--- src/hdl/rcpcn_pkg.sv ---
// Shared types and constants of the RC pulse capture and normalize block.
// Used by the scaling unit and the top level.
// No dependencies.
package rcpcn_pkg;

    // Field widths of the calibration and result paths.
    localparam int FIELD_W    = 11;
    localparam int WIDTH_W    = 16;
    localparam int PROD_W     = 20;
    localparam int QUOT_W     = 9;
    localparam int CHAN_W     = 3;
    localparam int CAL_W      = 33;
    localparam int MASK_W     = 6;
    localparam int NUM_CAL    = 6;

    // Configuration port geometry: 64-bit registers at byte address 8*i.
    localparam int CFG_ADDR_W = 6;
    localparam int CFG_DATA_W = 64;

    // Register index of the reverse mask; indexes below it are calibrations.
    localparam logic [2:0] REG_REVERSE = 3'd6;

    // Scaling constants.
    localparam logic [FIELD_W-1:0] SCALE_MID  = 11'd1500;
    localparam logic [QUOT_W-1:0]  SCALE_SPAN = 9'd500;
    localparam logic [FIELD_W-1:0] SCALE_MIN  = 11'd1000;
    localparam logic [FIELD_W-1:0] SCALE_MAX  = 11'd2000;
    localparam logic [WIDTH_W-1:0] WIDTH_MAX  = 16'hFFFF;

    // Reset values of the configuration registers.
    localparam logic [CAL_W-1:0] CAL_RESET [NUM_CAL] = '{
        33'd8408482801, 33'd8454648830, 33'd8513397772,
        33'd8572146714, 33'd8391789583, 33'd8458834948
    };
    localparam logic [MASK_W-1:0] MASK_RESET = 6'd2;

    // One calibration register: high in the top field, low in the bottom one.
    typedef struct packed {
        logic [FIELD_W-1:0] high;
        logic [FIELD_W-1:0] center;
        logic [FIELD_W-1:0] low;
    } t_cal;

    // Request handed from the channel sequencer to the scaling unit.
    typedef struct packed {
        logic [WIDTH_W-1:0] width;
        t_cal               cal;
        logic               rev;
    } t_scale_req;

endpackage

--- src/hdl/rc_pulse_capture_normalize_top.sv ---
// RC pulse capture and normalize: one item in, one result out per pulse end.
// Each item is scanned channel by channel; each pulse end is scaled and pushed before the scan goes on.
// A new item is taken only once the scan of the last one is through; output stalls hold the scan.
// Synchronous active-low reset clears edge state and restores register defaults.
// Depends on rcpcn_pkg and rcpcn_scale.
module rc_pulse_capture_normalize_top
    import rcpcn_pkg::*;
#(
    parameter int NUM_CHANNELS = 6,
    parameter int TIME_BITS    = 32
) (
    input  logic                  i_clk,
    input  logic                  i_rst_n,
    // Sample channel
    input  logic                  i_in_valid,
    output logic                  o_in_ready,
    input  logic [5:0]            i_pin_levels,
    input  logic [31:0]           i_time_us,
    // Result channel
    output logic                  o_out_valid,
    input  logic                  i_out_ready,
    output logic [CHAN_W-1:0]     o_channel,
    output logic [WIDTH_W-1:0]    o_pulse_width,
    output logic [FIELD_W-1:0]    o_scaled_value,
    output logic                  o_last_in_run,
    // Configuration port
    input  logic                  psel,
    input  logic                  penable,
    input  logic                  pwrite,
    input  logic [CFG_ADDR_W-1:0] paddr,
    input  logic [CFG_DATA_W-1:0] pwdata,
    output logic [CFG_DATA_W-1:0] prdata,
    output logic                  pready
);

    localparam int CHAN_LIMIT = (NUM_CHANNELS < NUM_CAL) ? NUM_CHANNELS : NUM_CAL;
    localparam int IDX_W      = (CHAN_LIMIT > 1) ? $clog2(CHAN_LIMIT) : 1;

    typedef enum logic [1:0] {S_IDLE, S_SCAN, S_WAIT, S_PUSH} t_state;

    // Configuration registers.
    logic [CAL_W-1:0]      r_cal [NUM_CAL];
    logic [MASK_W-1:0]     r_mask;

    // Per-channel edge state.
    logic [CHAN_LIMIT-1:0] r_prev;
    logic [TIME_BITS-1:0]  r_rise [CHAN_LIMIT];

    // Current item and sequencer.
    t_state                r_state;
    logic [CHAN_LIMIT-1:0] r_levels;
    logic [CHAN_LIMIT-1:0] r_fall;
    logic [TIME_BITS-1:0]  r_now;
    logic [IDX_W-1:0]      r_idx;
    logic                  r_last;
    logic [WIDTH_W-1:0]    r_width;
    logic [FIELD_W-1:0]    r_scaled;
    t_scale_req            r_req;
    logic                  r_scale_start;

    // Output register.
    logic                  r_out_valid;
    logic [CHAN_W-1:0]     r_out_channel;
    logic [WIDTH_W-1:0]    r_out_width;
    logic [FIELD_W-1:0]    r_out_scaled;
    logic                  r_out_last;

    logic [2:0]            w_cfg_idx;
    logic                  w_cfg_wr;
    logic [TIME_BITS-1:0]  w_span;
    logic [WIDTH_W-1:0]    w_width;
    logic [CHAN_LIMIT-1:0] w_bit;
    logic                  w_end_idx;
    logic                  w_scale_done;
    logic [FIELD_W-1:0]    w_scaled;

    // Configuration writes and reads.
    assign pready    = 1'b1;
    assign w_cfg_idx = paddr[5:3];
    assign w_cfg_wr  = psel && penable && pwrite;

    always_ff @(posedge i_clk) begin
        if (!i_rst_n) begin
            for (int i = 0; i < NUM_CAL; i++) begin
                r_cal[i] <= CAL_RESET[i];
            end
            r_mask <= MASK_RESET;
        end else if (w_cfg_wr) begin
            if (w_cfg_idx < 3'(NUM_CAL)) begin
                r_cal[w_cfg_idx] <= pwdata[CAL_W-1:0];
            end else if (w_cfg_idx == REG_REVERSE) begin
                r_mask <= pwdata[MASK_W-1:0];
            end
        end
    end

    always_comb begin
        prdata = '0;
        if (w_cfg_idx < 3'(NUM_CAL)) begin
            prdata = CFG_DATA_W'(r_cal[w_cfg_idx]);
        end else if (w_cfg_idx == REG_REVERSE) begin
            prdata = CFG_DATA_W'(r_mask);
        end
    end

    // Width of the pulse on the channel being scanned, saturated to 16 bits.
    assign w_span    = r_now - r_rise[r_idx];
    assign w_width   = (w_span > TIME_BITS'(WIDTH_MAX)) ? WIDTH_MAX : w_span[WIDTH_W-1:0];
    assign w_bit     = CHAN_LIMIT'(1) << r_idx;
    assign w_end_idx = (r_idx == IDX_W'(CHAN_LIMIT - 1));

    rcpcn_scale u_scale (
        .i_clk    (i_clk),
        .i_rst_n  (i_rst_n),
        .i_start  (r_scale_start),
        .i_req    (r_req),
        .o_done   (w_scale_done),
        .o_scaled (w_scaled)
    );

    // Channel sequencer: scan one channel a cycle, stop to scale each pulse end.
    always_ff @(posedge i_clk) begin
        if (!i_rst_n) begin
            r_state       <= S_IDLE;
            r_prev        <= '0;
            r_scale_start <= 1'b0;
            r_out_valid   <= 1'b0;
            for (int i = 0; i < CHAN_LIMIT; i++) begin
                r_rise[i] <= '0;
            end
        end else begin
            // A push in the same cycle refills the output register instead.
            if (r_out_valid && i_out_ready && (r_state != S_PUSH)) begin
                r_out_valid <= 1'b0;
            end
            case (r_state)
                S_IDLE: begin
                    if (i_in_valid) begin
                        r_levels <= i_pin_levels[CHAN_LIMIT-1:0];
                        r_fall   <= ~i_pin_levels[CHAN_LIMIT-1:0] & r_prev;
                        r_now    <= TIME_BITS'(i_time_us);
                        r_idx    <= '0;
                        r_state  <= S_SCAN;
                    end
                end
                S_SCAN: begin
                    if (r_levels[r_idx] && !r_prev[r_idx]) begin
                        r_prev[r_idx] <= 1'b1;
                        r_rise[r_idx] <= r_now;
                    end
                    if (!r_levels[r_idx] && r_prev[r_idx]) begin
                        r_prev[r_idx]  <= 1'b0;
                        r_fall         <= r_fall & ~w_bit;
                        r_last         <= ((r_fall & ~w_bit) == '0);
                        r_width        <= w_width;
                        r_req.width    <= w_width;
                        r_req.cal      <= t_cal'(r_cal[3'(r_idx)]);
                        r_req.rev      <= r_mask[3'(r_idx)];
                        r_scale_start  <= 1'b1;
                        r_state        <= S_WAIT;
                    end else if (w_end_idx) begin
                        r_state <= S_IDLE;
                    end else begin
                        r_idx <= r_idx + IDX_W'(1);
                    end
                end
                S_WAIT: begin
                    r_scale_start <= 1'b0;
                    if (w_scale_done) begin
                        r_scaled <= w_scaled;
                        r_state  <= S_PUSH;
                    end
                end
                S_PUSH: begin
                    if (!r_out_valid || i_out_ready) begin
                        r_out_valid   <= 1'b1;
                        r_out_channel <= CHAN_W'(r_idx);
                        r_out_width   <= r_width;
                        r_out_scaled  <= r_scaled;
                        r_out_last    <= r_last;
                        if (w_end_idx) begin
                            r_state <= S_IDLE;
                        end else begin
                            r_idx   <= r_idx + IDX_W'(1);
                            r_state <= S_SCAN;
                        end
                    end
                end
                default: begin
                    r_state <= S_IDLE;
                end
            endcase
        end
    end

    assign o_in_ready     = (r_state == S_IDLE);
    assign o_out_valid    = r_out_valid;
    assign o_channel      = r_out_channel;
    assign o_pulse_width  = r_out_width;
    assign o_scaled_value = r_out_scaled;
    assign o_last_in_run  = r_out_last;

    // An accepted item keeps the block busy for at least its scan.
    a_busy_after_accept: assert property (@(posedge i_clk) disable iff (!i_rst_n)
        (i_in_valid && o_in_ready) |=> !o_in_ready)
        else $error("block ready again right after taking an item");

    // The scaling unit only reports back while the sequencer waits for it.
    a_done_in_wait: assert property (@(posedge i_clk) disable iff (!i_rst_n)
        w_scale_done |-> (r_state == S_WAIT))
        else $error("scale result arrived outside the wait state");

    // Edge state changes only during a channel scan.
    a_prev_stable: assert property (@(posedge i_clk) disable iff (!i_rst_n)
        (r_state != S_SCAN) |=> $stable(r_prev))
        else $error("edge state changed outside a scan");

    // A delivered value lies in the normalized range.
    a_scaled_range: assert property (@(posedge i_clk) disable iff (!i_rst_n)
        o_out_valid |-> (o_scaled_value >= SCALE_MIN && o_scaled_value <= SCALE_MAX))
        else $error("scaled value out of range");

    // A result names one of the processed channels.
    a_channel_range: assert property (@(posedge i_clk) disable iff (!i_rst_n)
        o_out_valid |-> (o_channel < CHAN_W'(CHAN_LIMIT)))
        else $error("result channel out of range");

endmodule

--- src/hdl/rcpcn_serdiv.sv ---
// Restoring divider that produces one quotient bit per cycle.
// Depends on nothing; parameters set the dividend and divisor widths.
module rcpcn_serdiv #(
    parameter int NUM_W = 20,
    parameter int DEN_W = 11
) (
    input  logic             i_clk,
    input  logic             i_rst_n,
    input  logic             i_start,
    input  logic [NUM_W-1:0] i_num,
    input  logic [DEN_W-1:0] i_den,
    output logic             o_done,
    output logic [NUM_W-1:0] o_quot
);

    localparam int CNT_W = $clog2(NUM_W + 1);

    logic [NUM_W-1:0] r_quo;
    logic [DEN_W-1:0] r_rem;
    logic [DEN_W-1:0] r_den;
    logic [CNT_W-1:0] r_cnt;
    logic             r_run;
    logic             r_done;

    logic [DEN_W:0]   w_rem_sh;
    logic [DEN_W:0]   w_den_ext;
    logic [DEN_W:0]   w_sub;
    logic             w_ge;

    // Bring down the next dividend bit and trial-subtract the divisor.
    assign w_rem_sh  = {r_rem, r_quo[NUM_W-1]};
    assign w_den_ext = {1'b0, r_den};
    assign w_sub     = w_rem_sh - w_den_ext;
    assign w_ge      = (w_rem_sh >= w_den_ext);

    // The dividend shifts out of the quotient register as quotient bits shift in.
    always_ff @(posedge i_clk) begin
        if (!i_rst_n) begin
            r_run  <= 1'b0;
            r_done <= 1'b0;
            r_cnt  <= '0;
        end else begin
            r_done <= r_run && !i_start && (r_cnt == CNT_W'(1));
            if (i_start) begin
                r_quo <= i_num;
                r_rem <= '0;
                r_den <= i_den;
                r_cnt <= CNT_W'(NUM_W);
                r_run <= 1'b1;
            end else if (r_run) begin
                r_quo <= {r_quo[NUM_W-2:0], w_ge};
                r_rem <= w_ge ? w_sub[DEN_W-1:0] : w_rem_sh[DEN_W-1:0];
                r_cnt <= r_cnt - CNT_W'(1);
                if (r_cnt == CNT_W'(1)) begin
                    r_run <= 1'b0;
                end
            end
        end
    end

    assign o_done = r_done;
    assign o_quot = r_quo;

endmodule

--- src/hdl/rcpcn_scale.sv ---
// Clamps a pulse width to its calibration and scales it to 1000..2000.
// Depends on rcpcn_pkg and the serial divider rcpcn_serdiv.
module rcpcn_scale
    import rcpcn_pkg::*;
(
    input  logic               i_clk,
    input  logic               i_rst_n,
    input  logic               i_start,
    input  t_scale_req         i_req,
    output logic               o_done,
    output logic [FIELD_W-1:0] o_scaled
);

    typedef enum logic [1:0] {S_IDLE, S_LOAD, S_DIV, S_DONE} t_state;

    t_state              r_state;
    logic [FIELD_W-1:0]  r_num;
    logic [FIELD_W-1:0]  r_den;
    logic [QUOT_W-1:0]   r_diff;
    logic                r_neg;

    logic [WIDTH_W-1:0]  w_lo;
    logic [WIDTH_W-1:0]  w_ce;
    logic [WIDTH_W-1:0]  w_hi;
    logic                w_below;
    logic                w_above;
    logic [FIELD_W-1:0]  w_act_lo;
    logic [FIELD_W-1:0]  w_act_hi;
    logic [PROD_W-1:0]   w_prod;
    logic                w_div_done;
    logic [PROD_W-1:0]   w_quot;

    // Compare the width against the calibration points at full width.
    assign w_lo     = WIDTH_W'(i_req.cal.low);
    assign w_ce     = WIDTH_W'(i_req.cal.center);
    assign w_hi     = WIDTH_W'(i_req.cal.high);
    assign w_below  = (i_req.width < w_ce);
    assign w_above  = (i_req.width > w_ce);
    assign w_act_lo = (i_req.width < w_lo) ? i_req.cal.low  : i_req.width[FIELD_W-1:0];
    assign w_act_hi = (i_req.width > w_hi) ? i_req.cal.high : i_req.width[FIELD_W-1:0];

    // The distance from center times the span feeds the divider's load register.
    assign w_prod = PROD_W'(r_num) * PROD_W'(SCALE_SPAN);

    rcpcn_serdiv #(
        .NUM_W (PROD_W),
        .DEN_W (FIELD_W)
    ) u_div (
        .i_clk   (i_clk),
        .i_rst_n (i_rst_n),
        .i_start (r_state == S_LOAD),
        .i_num   (w_prod),
        .i_den   (r_den),
        .o_done  (w_div_done),
        .o_quot  (w_quot)
    );

    // Sequencer: sort out the special cases, otherwise run one division.
    always_ff @(posedge i_clk) begin
        if (!i_rst_n) begin
            r_state <= S_IDLE;
        end else begin
            case (r_state)
                S_IDLE: begin
                    if (i_start) begin
                        r_neg <= w_below ^ i_req.rev;
                        if (w_below) begin
                            if (i_req.cal.low == i_req.cal.center) begin
                                r_diff  <= '0;
                                r_state <= S_DONE;
                            end else if (i_req.cal.low > i_req.cal.center) begin
                                r_diff  <= SCALE_SPAN;
                                r_state <= S_DONE;
                            end else begin
                                r_num   <= i_req.cal.center - w_act_lo;
                                r_den   <= i_req.cal.center - i_req.cal.low;
                                r_state <= S_LOAD;
                            end
                        end else if (w_above) begin
                            if (i_req.cal.high == i_req.cal.center) begin
                                r_diff  <= '0;
                                r_state <= S_DONE;
                            end else if (i_req.cal.high < i_req.cal.center) begin
                                r_diff  <= SCALE_SPAN;
                                r_state <= S_DONE;
                            end else begin
                                r_num   <= w_act_hi - i_req.cal.center;
                                r_den   <= i_req.cal.high - i_req.cal.center;
                                r_state <= S_LOAD;
                            end
                        end else begin
                            r_diff  <= '0;
                            r_state <= S_DONE;
                        end
                    end
                end
                S_LOAD: begin
                    r_state <= S_DIV;
                end
                S_DIV: begin
                    if (w_div_done) begin
                        r_diff  <= w_quot[QUOT_W-1:0];
                        r_state <= S_DONE;
                    end
                end
                S_DONE: begin
                    r_state <= S_IDLE;
                end
                default: begin
                    r_state <= S_IDLE;
                end
            endcase
        end
    end

    // The quotient never exceeds the span, so the result stays in 1000..2000.
    assign o_done   = (r_state == S_DONE);
    assign o_scaled = r_neg ? (SCALE_MID - FIELD_W'(r_diff)) : (SCALE_MID + FIELD_W'(r_diff));

endmodule
--- config.mk ---
export PLATFORM = sky130hd
export DESIGN_NAME = rc_pulse_capture_normalize_top
export DESIGN_NICKNAME = d
export VERILOG_FILES = /design/src/hdl/rcpcn_pkg.sv /design/src/hdl/rc_pulse_capture_normalize_top.sv /design/src/hdl/rcpcn_serdiv.sv /design/src/hdl/rcpcn_scale.sv
export SDC_FILE = /design/constraint.sdc
export NUM_CORES = 1
export LEC_CHECK = 0
export BUFFER_PORTS_ARGS = -buffer_cell sky130_fd_sc_hd__buf_2
export CORE_MARGIN = 8
export CORE_UTILIZATION = 48
export CTS_CLUSTER_DIAMETER = 40
export DETAILED_ROUTE_END_ITERATION = 7
export PLACE_DENSITY = 0.65
export SLEW_MARGIN = 20
export SYNTH_ARGS = -nofsm -noshare
export SYNTH_HDL_FRONTEND = slang
export SYNTH_SLANG_ARGS = --single-unit
--- constraint.sdc ---
create_clock -name i_clk -period 6.5 [get_ports i_clk]
set_input_delay 0 -clock i_clk [delete_from_list [all_inputs] [get_ports i_clk]]
set_output_delay 0 -clock i_clk [all_outputs]
set_load 0.02 [all_outputs]
# --- Word level (Yosys, flattened, before mapping) ---
# Memory sizes are Yosys's and may differ from the RTL's. A register that Yosys moved wholly into a read port is not among the register bits.
# Index checks and enable logic that the tools add are counted.
word_totals:
  ff_bits: 206
  mem_bits_rw: 390
  input_bits: 115
  output_inout_bits: 98
  elab_cells: 224
  memories: 2
mem_list:
  columns: ["memory", "words", "word_bits", "rd", "rd_ports_with_merged_regs", "wr", "line", "source"]
  rows:
  - ["r_cal", 6, 33, 2, 1, 6, "rc_pulse_capture_normalize_top.sv:42", "logic [CAL_W-1:0] r_cal [NUM_CAL];"]
  - ["r_rise", 6, 32, 1, 1, 6, "rc_pulse_capture_normalize_top.sv:47", "logic [TIME_BITS-1:0] r_rise [CHAN_LIMIT];"]
classes:
  n_addsub: 10
  mul: 1
  n_lt_le_gt_ge: 11
  n_eq_ne: 26
  shifts: 1
  mux: 92
  bitwise: 10
  reduce_logical: 41
op_table:
  columns: ["cell", "count"]
  rows:
  - ["$mux W11", 17]
  - ["$mux W9", 8]
  - ["$mux W33", 2]
  - ["$sub A11 B11 Y11", 5]
  - ["$mux W6", 7]
  - ["$mux W20", 2]
  - ["$reduce_or A33 Y1", 1]
  - ["$gt A16 B11 Y1", 2]
  - ["$gt A32 B16 Y1 const B", 1]
  - ["$lt A16 B11 Y1", 2]
  - ["$mux W32", 1]
  - ["$reduce_or A32 Y1", 1]
  - ["$sub A32 B32 Y32", 1]
  - ["$mux W2", 13]
  - ["$mux W1", 23]
  - ["$eq A11 B11 Y1", 2]
  - ["$mux W3", 7]
  - ["$and A6 B6 Y6", 3]
  - ["$mul A11 B7 Y18 const B", 1]
  - ["$ne A2 B2 Y1 const B", 9]
  - ["$not A6 Y6", 3]
  - ["$pmux W9 S2", 1]
  - ["$reduce_and A3 Y1", 6]
  - ["$pmux W2 S4", 2]
  - ["other kinds (41)", 72]

# --- Depth between registers and ports, before layout ---
depth:
  depth_word: 10
  ltp_mapped: 22
  mapped_depth_nobuf: 21

# --- Modules after synthesis ---
# A second synthesis with hierarchy kept.
unflattened:
  cells_unflattened: 3111
  hier_area_um2: 40311.2
modules_own_cells:
  columns: ["mod", "instances", "cells_each", "area_per_inst_um2", "seq_area_each_um2"]
  rows:
  - ["rc_pulse_capture_normalize_top", 1, 2141, 31236.2, 20199.4]
  - ["rcpcn_scale", 1, 743, 6383.6, 1001.0]
  - ["rcpcn_serdiv", 1, 227, 2691.3, 1401.3]

# --- Worst setup path after synthesis ---
# Ideal clock, no wire load.
synth_timing:
  kind: "reg2reg"
  startpoint: "register u_scale.r_num[0]"
  endpoint: "register u_scale.u_div.r_quo[19], in the netlist u_scale.u_div.o_quot[19], data pin"
  setup_time_ns: 0.261
  arrival_time_ns: 4.556
  t_required_ns: 6.239
  path_slack_ns: 1.682
  path_stages_with_launch: 16
  n_path_buf: 0
  period_less_slack_ns: 4.818
  cell_sequence: "edfxtp_1 -> fa_1 -> fa_1 -> inv_1 -> fa_1 -> fa_1 -> inv_1 -> ha_1 -> a21oi_1 -> nor2b_1 -> o21a_1 -> o41ai_1 -> o21ai_0 -> o41ai_1 -> mux2i_1 -> nand3_1"
synth_between:
  elab_chain_len: 2
synth_lines:
  columns: ["item", "line", "source"]
  rows:
  - ["start: declaration", "rcpcn_scale.sv:17", "logic [FIELD_W-1:0] r_num;"]
  - ["start signal: assignment", "rcpcn_scale.sv:75", "r_num <= i_req.cal.center - w_act_lo;"]
  - ["start signal: assignment", "rcpcn_scale.sv:87", "r_num <= w_act_hi - i_req.cal.center;"]
  - ["$mul A11 B7 Y18", "rcpcn_scale.sv:43", "assign w_prod = PROD_W'(r_num) * PROD_W'(SCALE_SPAN);"]
  - ["$mux W20", "rcpcn_serdiv.sv:44", "if (i_start) begin"]
  - ["end signal: assignment", "rcpcn_serdiv.sv:45", "r_quo <= i_num;"]
  - ["end signal: assignment", "rcpcn_serdiv.sv:51", "r_quo <= {r_quo[NUM_W-2:0], w_ge};"]
  - ["end: declaration", "rcpcn_serdiv.sv:18", "logic [NUM_W-1:0] r_quo;"]
# Every way passes these cells.
# A chain may end at the register's enable or synchronous reset.

==> impl_results.html <==
<table>
<tr><th>Metric</th><th>Value</th></tr>
<tr><th colspan="2">Detailed routing</th></tr>
<tr><td>Drt pass-1 iters</td><td>5</td></tr>
<tr><td>WL met2</td><td>47.9 mm</td></tr>
<tr><td>Count of routing violations after the opening detailed-route iteration</td><td>2,792</td></tr>
<tr><td>Routed WL per cell</td><td>22.5 um</td></tr>
<tr><td>Number of routed nets with antenna violations</td><td>0</td></tr>
<tr><td>Number of remaining DRC errors</td><td>0</td></tr>
<tr><td>Overall via count from detail_route</td><td>26.4k</td></tr>
<tr><td>Total wirelength of the detailed-routed design</td><td>103 mm</td></tr>
<tr><td>DR vias/cell</td><td>5.77</td></tr>
<tr><td>Length of routed met3 wiring</td><td>9.40 mm</td></tr>
<tr><td>Top sig layer</td><td>met5</td></tr>
<tr><td>Wire length on met1</td><td>42.6 mm</td></tr>
<tr><th colspan="2">Yosys</th></tr>
<tr><td>Number of different library cells in the post-synthesis netlist</td><td>83</td></tr>
<tr><td>Top_reg_cell synth</td><td>sky130_fd_sc_hd__edfxtp_1</td></tr>
<tr><td>Multiplexer share of the synthesized area</td><td>10.6%</td></tr>
<tr><td>Post-synthesis async set-or-reset flop share</td><td>0%</td></tr>
<tr><td>Post-Synth XOR/XNOR Area</td><td>1.88%</td></tr>
<tr><td>Combinational family with the most area after synthesis</td><td>simple AND/OR/NAND/NOR gates</td></tr>
<tr><td>Share of the synthesized area in compound gates (AO/OA/AOI/OAI)</td><td>7.48%</td></tr>
<tr><td>Post-Syn Area per Cell</td><td>13.1 sq um</td></tr>
<tr><td>Adder-cell area share of the yosys netlist</td><td>7.62%</td></tr>
<tr><td>Share of synthesized cell area in and, or, nand and nor gates</td><td>11.2%</td></tr>
<tr><td>Post-Synthesis Cells</td><td>3,026</td></tr>
<tr><td>Number of enable-type register cells in the synthesized netlist</td><td>734</td></tr>
<tr><td>Sequential cell area fraction in the yosys report</td><td>57.1%</td></tr>
<tr><td>YS warnings</td><td>0</td></tr>
<tr><td>Area of the mapped netlist</td><td>39,600 sq um</td></tr>
<tr><td>Post-synthesis register bit count</td><td>762</td></tr>
<tr><th colspan="2">Place</th></tr>
<tr><td>Global placer's final weighted congestion</td><td>0.877</td></tr>
<tr><td>Worst slack at placement</td><td>1.18 ns</td></tr>
<tr><td>Port buffer count</td><td>146</td></tr>
<tr><td>DPL Wire Length</td><td>67.9 mm</td></tr>
<tr><th colspan="2">Floorplanning</th></tr>
<tr><td>Die boundary width</td><td>303 um</td></tr>
<tr><td>Area of the core region</td><td>81,800 sq um</td></tr>
<tr><td>Number of top-level pins</td><td>213</td></tr>
<tr><td>DIE HEIGHT</td><td>303 um</td></tr>
<tr><td>Initial cell density of the core</td><td>48.3%</td></tr>
<tr><td>Die footprint</td><td>91,900 sq um</td></tr>
<tr><td>Placement Rows</td><td>105</td></tr>
<tr><th colspan="2">Layout</th></tr>
<tr><td>Most frequent cells in the layout</td><td>734 x sky130_fd_sc_hd__edfxtp_1, 203 x sky130_fd_sc_hd__inv_1, 197 x sky130_fd_sc_hd__nand2_1, 195 x sky130_fd_sc_hd__nor2_1, 177 x sky130_fd_sc_hd__ha_1</td></tr>
<tr><td>Most frequent standard cell in the layout excluding fill and tap cells</td><td>sky130_fd_sc_hd__edfxtp_1</td></tr>
<tr><td>Share of final-layout standard cells stronger than drive strength 1</td><td>17.3%</td></tr>
<tr><td>Area growth from synthesis to layout</td><td>17.7%</td></tr>
<tr><td>Number of fill cells in the layout</td><td>6,569</td></tr>
<tr><td>Number of nets in the layout</td><td>3,726</td></tr>
<tr><th colspan="2">Setup path</th></tr>
<tr><td>Maximum fanout encountered on the critical timing path</td><td>30</td></tr>
<tr><td>Max stage delay on crit path</td><td>0.81 ns</td></tr>
<tr><td>Data arrival time at the worst-slack endpoint</td><td>5.73 ns</td></tr>
<tr><td>Critical path start-end classification</td><td>flop to flop</td></tr>
<tr><td>Highest-delay cell along the critical path</td><td>sky130_fd_sc_hd__nor4b_4</td></tr>
<tr><td>Critical Path RT</td><td>6.87 ns</td></tr>
<tr><td>Cell chain of the critical path</td><td>buf_12 -&gt; mux4_2 -&gt; mux2i_1 -&gt; ha_1 -&gt; o21a_1 -&gt; o211ai_1 -&gt; nor3_1 -&gt; o31a_1 -&gt; or3_2 -&gt; a211oi_1 -&gt; nand4_1 -&gt; nor4b_4 -&gt; nand4_1</td></tr>
<tr><td>Crit path max-delay family</td><td>simple AND/OR/NAND/NOR gates</td></tr>
<tr><td>Most Frequent Cell on Critical Path</td><td>sky130_fd_sc_hd__nand4_1</td></tr>
<tr><td>Crit end category</td><td>flop</td></tr>
<tr><td>Startpoint Class</td><td>flop</td></tr>
<tr><td>CP bufs+invs</td><td>1</td></tr>
<tr><th colspan="2">STA</th></tr>
<tr><td>Slack of the critical path</td><td>1.14 ns</td></tr>
<tr><td>Skew final</td><td>0.0713 ns</td></tr>
<tr><td>Pin slew with the least headroom to its limit</td><td>1.18 ns</td></tr>
<tr><td>Part of the cycle the worst path needs</td><td>82.5%</td></tr>
<tr><td>Final setup viols</td><td>0</td></tr>
<tr><td>RSZ-0062 raised after global routing</td><td>no</td></tr>
<tr><td>Total Negative Setup Slacks</td><td>0 ns</td></tr>
<tr><td>Max Freq</td><td>186 MHz</td></tr>
<tr><td>Slew Limit Headroom</td><td>20.6%</td></tr>
<tr><td>Min Clock Period, post-route</td><td>5.36 ns</td></tr>
<tr><td>Count of final max-slew check failures</td><td>0</td></tr>
<tr><td>Final number of hold-violating endpoints</td><td>0</td></tr>
<tr><th colspan="2">CTS</th></tr>
<tr><td>Total clock sinks</td><td>762</td></tr>
<tr><td>Post-cts sizing count</td><td>0</td></tr>
<tr><td>CTS tree</td><td>built</td></tr>
<tr><td>Clock latency of the later-clocked register in the worst-skew pair</td><td>0.70 ns</td></tr>
<tr><td>Number of H-tree levels</td><td>3</td></tr>
<tr><td>Clock-pin slew of the registers on the worst-case setup and hold paths</td><td>0.06 ns</td></tr>
<tr><td>Number of buffers inserted during clock tree synthesis</td><td>113</td></tr>
<tr><td>Maximum buffer depth of the clock tree</td><td>3</td></tr>
<tr><td>Root buffer cell</td><td>sky130_fd_sc_hd__clkbuf_16</td></tr>
<tr><th colspan="2">Worst hold path</th></tr>
<tr><td>Hold_sp</td><td>i_time_us[15]</td></tr>
<tr><td>Worst hold path class</td><td>input port to flop</td></tr>
<tr><th colspan="2">GRT</th></tr>
<tr><td>GR Overflow Total</td><td>0</td></tr>
<tr><td>First-pass GRT wire length</td><td>156 mm</td></tr>
<tr><td>Global-route usage over all layers</td><td>22.3%</td></tr>
<tr><td>Largest net degree at the start of global routing</td><td>73</td></tr>
<tr><td>Initial antenna violation count</td><td>9</td></tr>
<tr><td>Number of global-route vias before repair</td><td>27.2k</td></tr>
<tr><th colspan="2">Job</th></tr>
<tr><td>Number of max-cap violations</td><td>0</td></tr>
<tr><th colspan="2">Power and ir drop</th></tr>
<tr><td>Total power divided by cell area</td><td>307 nW/um^2</td></tr>
<tr><td>Leakage power of the design</td><td>18.5 nW</td></tr>
<tr><td>Peak VDD IR</td><td>215 uV</td></tr>
<tr><th colspan="2">Run status</th></tr>
<tr><td>Outcome</td><td>finished, final reports clean</td></tr>
</table>
## worst reg2reg max path: stages, from the launching register on
cell	delay, ns
sky130_fd_sc_hd__dfxtp_4	0.69
sky130_fd_sc_hd__buf_12	0.35
sky130_fd_sc_hd__mux4_2	0.56
sky130_fd_sc_hd__mux2i_1	0.26
sky130_fd_sc_hd__ha_1	0.34
sky130_fd_sc_hd__o21a_1	0.16
sky130_fd_sc_hd__o211ai_1	0.34
sky130_fd_sc_hd__nor3_1	0.16
sky130_fd_sc_hd__o31a_1	0.28
sky130_fd_sc_hd__or3_2	0.42
sky130_fd_sc_hd__a211oi_1	0.30
sky130_fd_sc_hd__nand4_1	0.20
sky130_fd_sc_hd__nor4b_4	0.81
sky130_fd_sc_hd__nand4_1	0.19
## Yosys cell counts, types with 40 or more instances
cell | count | share of area (%)
sky130_fd_sc_hd__edfxtp_1 | 734 | 56
sky130_fd_sc_hd__inv_1 | 203 | 1.9
sky130_fd_sc_hd__nand2_1 | 198 | 1.9
sky130_fd_sc_hd__nor2_1 | 198 | 1.9
sky130_fd_sc_hd__ha_1 | 177 | 5.6
sky130_fd_sc_hd__and3_1 | 174 | 2.8
sky130_fd_sc_hd__mux4_2 | 128 | 7.3
sky130_fd_sc_hd__clkbuf_1 | 124 | 1.2
sky130_fd_sc_hd__a21oi_1 | 99 | 1.3
sky130_fd_sc_hd__mux2i_1 | 95 | 2.4
sky130_fd_sc_hd__a22oi_1 | 75 | 1.4
sky130_fd_sc_hd__o21ai_0 | 72 | 0.91
sky130_fd_sc_hd__and2_1 | 57 | 0.90
sky130_fd_sc_hd__nand3_1 | 55 | 0.70
sky130_fd_sc_hd__xnor2_1 | 52 | 1.2
sky130_fd_sc_hd__a21o_1 | 49 | 0.93
sky130_fd_sc_hd__nand2b_1 | 42 | 0.66
sky130_fd_sc_hd__fa_1 | 40 | 2.0
## final timing paths
check	slack, ns	cells after the start	endpoint
min reg2reg	0.41	0	o_scaled_value[9]
max	1.14	13	r_req[46]
max reg2reg	1.14	13	r_req[46]
min	0.04	2	r_now[15]
## routing by layer
layer | up-vias | track usage [%]
met2 | 1174 | 36.0
met3 | 215 | 4.51
met1 | 13000 | 30.0
met4 | 6 | 7.49
li1 | 11900 | -
met5 | - | 0
## cell families (layout without fill, tap and decap cells)
| logic type | count (synthesis) | count (layout) |
|---|---|---|
| xor gates and xnor gates | 85 | 85 |
| and+or+nand+nor | 869 | 869 |
| DFF | 762 | 762 |
| other | 2 | 164 |
| muxes | 255 | 255 |
| AOI/OAI and AO/OA | 446 | 446 |
| buffers and inverters | 390 | 696 |
| adders and majority gates | 217 | 217 |
## cell type report
| cell class | instances | area (sq um) | area share (%) |
|---|---|---|---|
| well taps | 1070 | 1340 | 2.88 |
| repair buffers | 279 | 1990 | 4.28 |
| clock buffers | 126 | 2900 | 6.22 |
| flip-flops and latches | 762 | 22600 | 48.6 |
| diodes | 2 | 5.00 | 0.0108 |
| inverters | 204 | 766 | 1.64 |
| clock inverters | 87 | 828 | 1.78 |
| multi-input cells | 2034 | 16100 | 34.6 |
## metrics by stage
stage	util [%]	power, mW	cells	cell area [sq um]	hold WS, ns
2_1_floorplan	-	7.73	3186	40200	0.0989
3_3_place_gp	51.4	8.39	4272	42000	0.176
3_5_place_dp	51.4	8.47	4272	42000	0.178
4_1_cts	56.9	14.4	4562	46500	0.00468
5_1_grt	56.9	14.9	4563	46500	0.0299
6_report	56.9	14.3	4564	46600	0.0362
## registers in the layout, indices dropped and copies added (netlist names), 3 cells and up, named ones only
register,cells
r_prev,6
u_scale.r_diff,9
u_scale.u_div.r_cnt,5
u_scale.u_div.o_quot,20
u_scale.u_div.r_den,11
u_scale.r_den,11
r_idx,3
r_fall,6
u_scale.r_num,11
r_now,32
r_levels,6
o_pulse_width,16
o_channel,3
r_cal,264
u_scale.u_div.r_rem,11
r_scaled,11
r_rise,256
r_mask,6
r_req,50
o_scaled_value,11
## what timing repair did
action | 4_1_cts | 5_1_grt
hold buffers | 77 | 0
hold endpoints to repair | 324 | 0
buffers inserted | 0 | 0
## report_power, final
part           switching (mW)  leakage (nW)  internal [mW]
clock                    2.33          1.76           3.54
sequential              0.183          7.40           5.75
combinational            1.51          9.35          0.995
No activity file was read; power rests on OpenSTA's default activity.
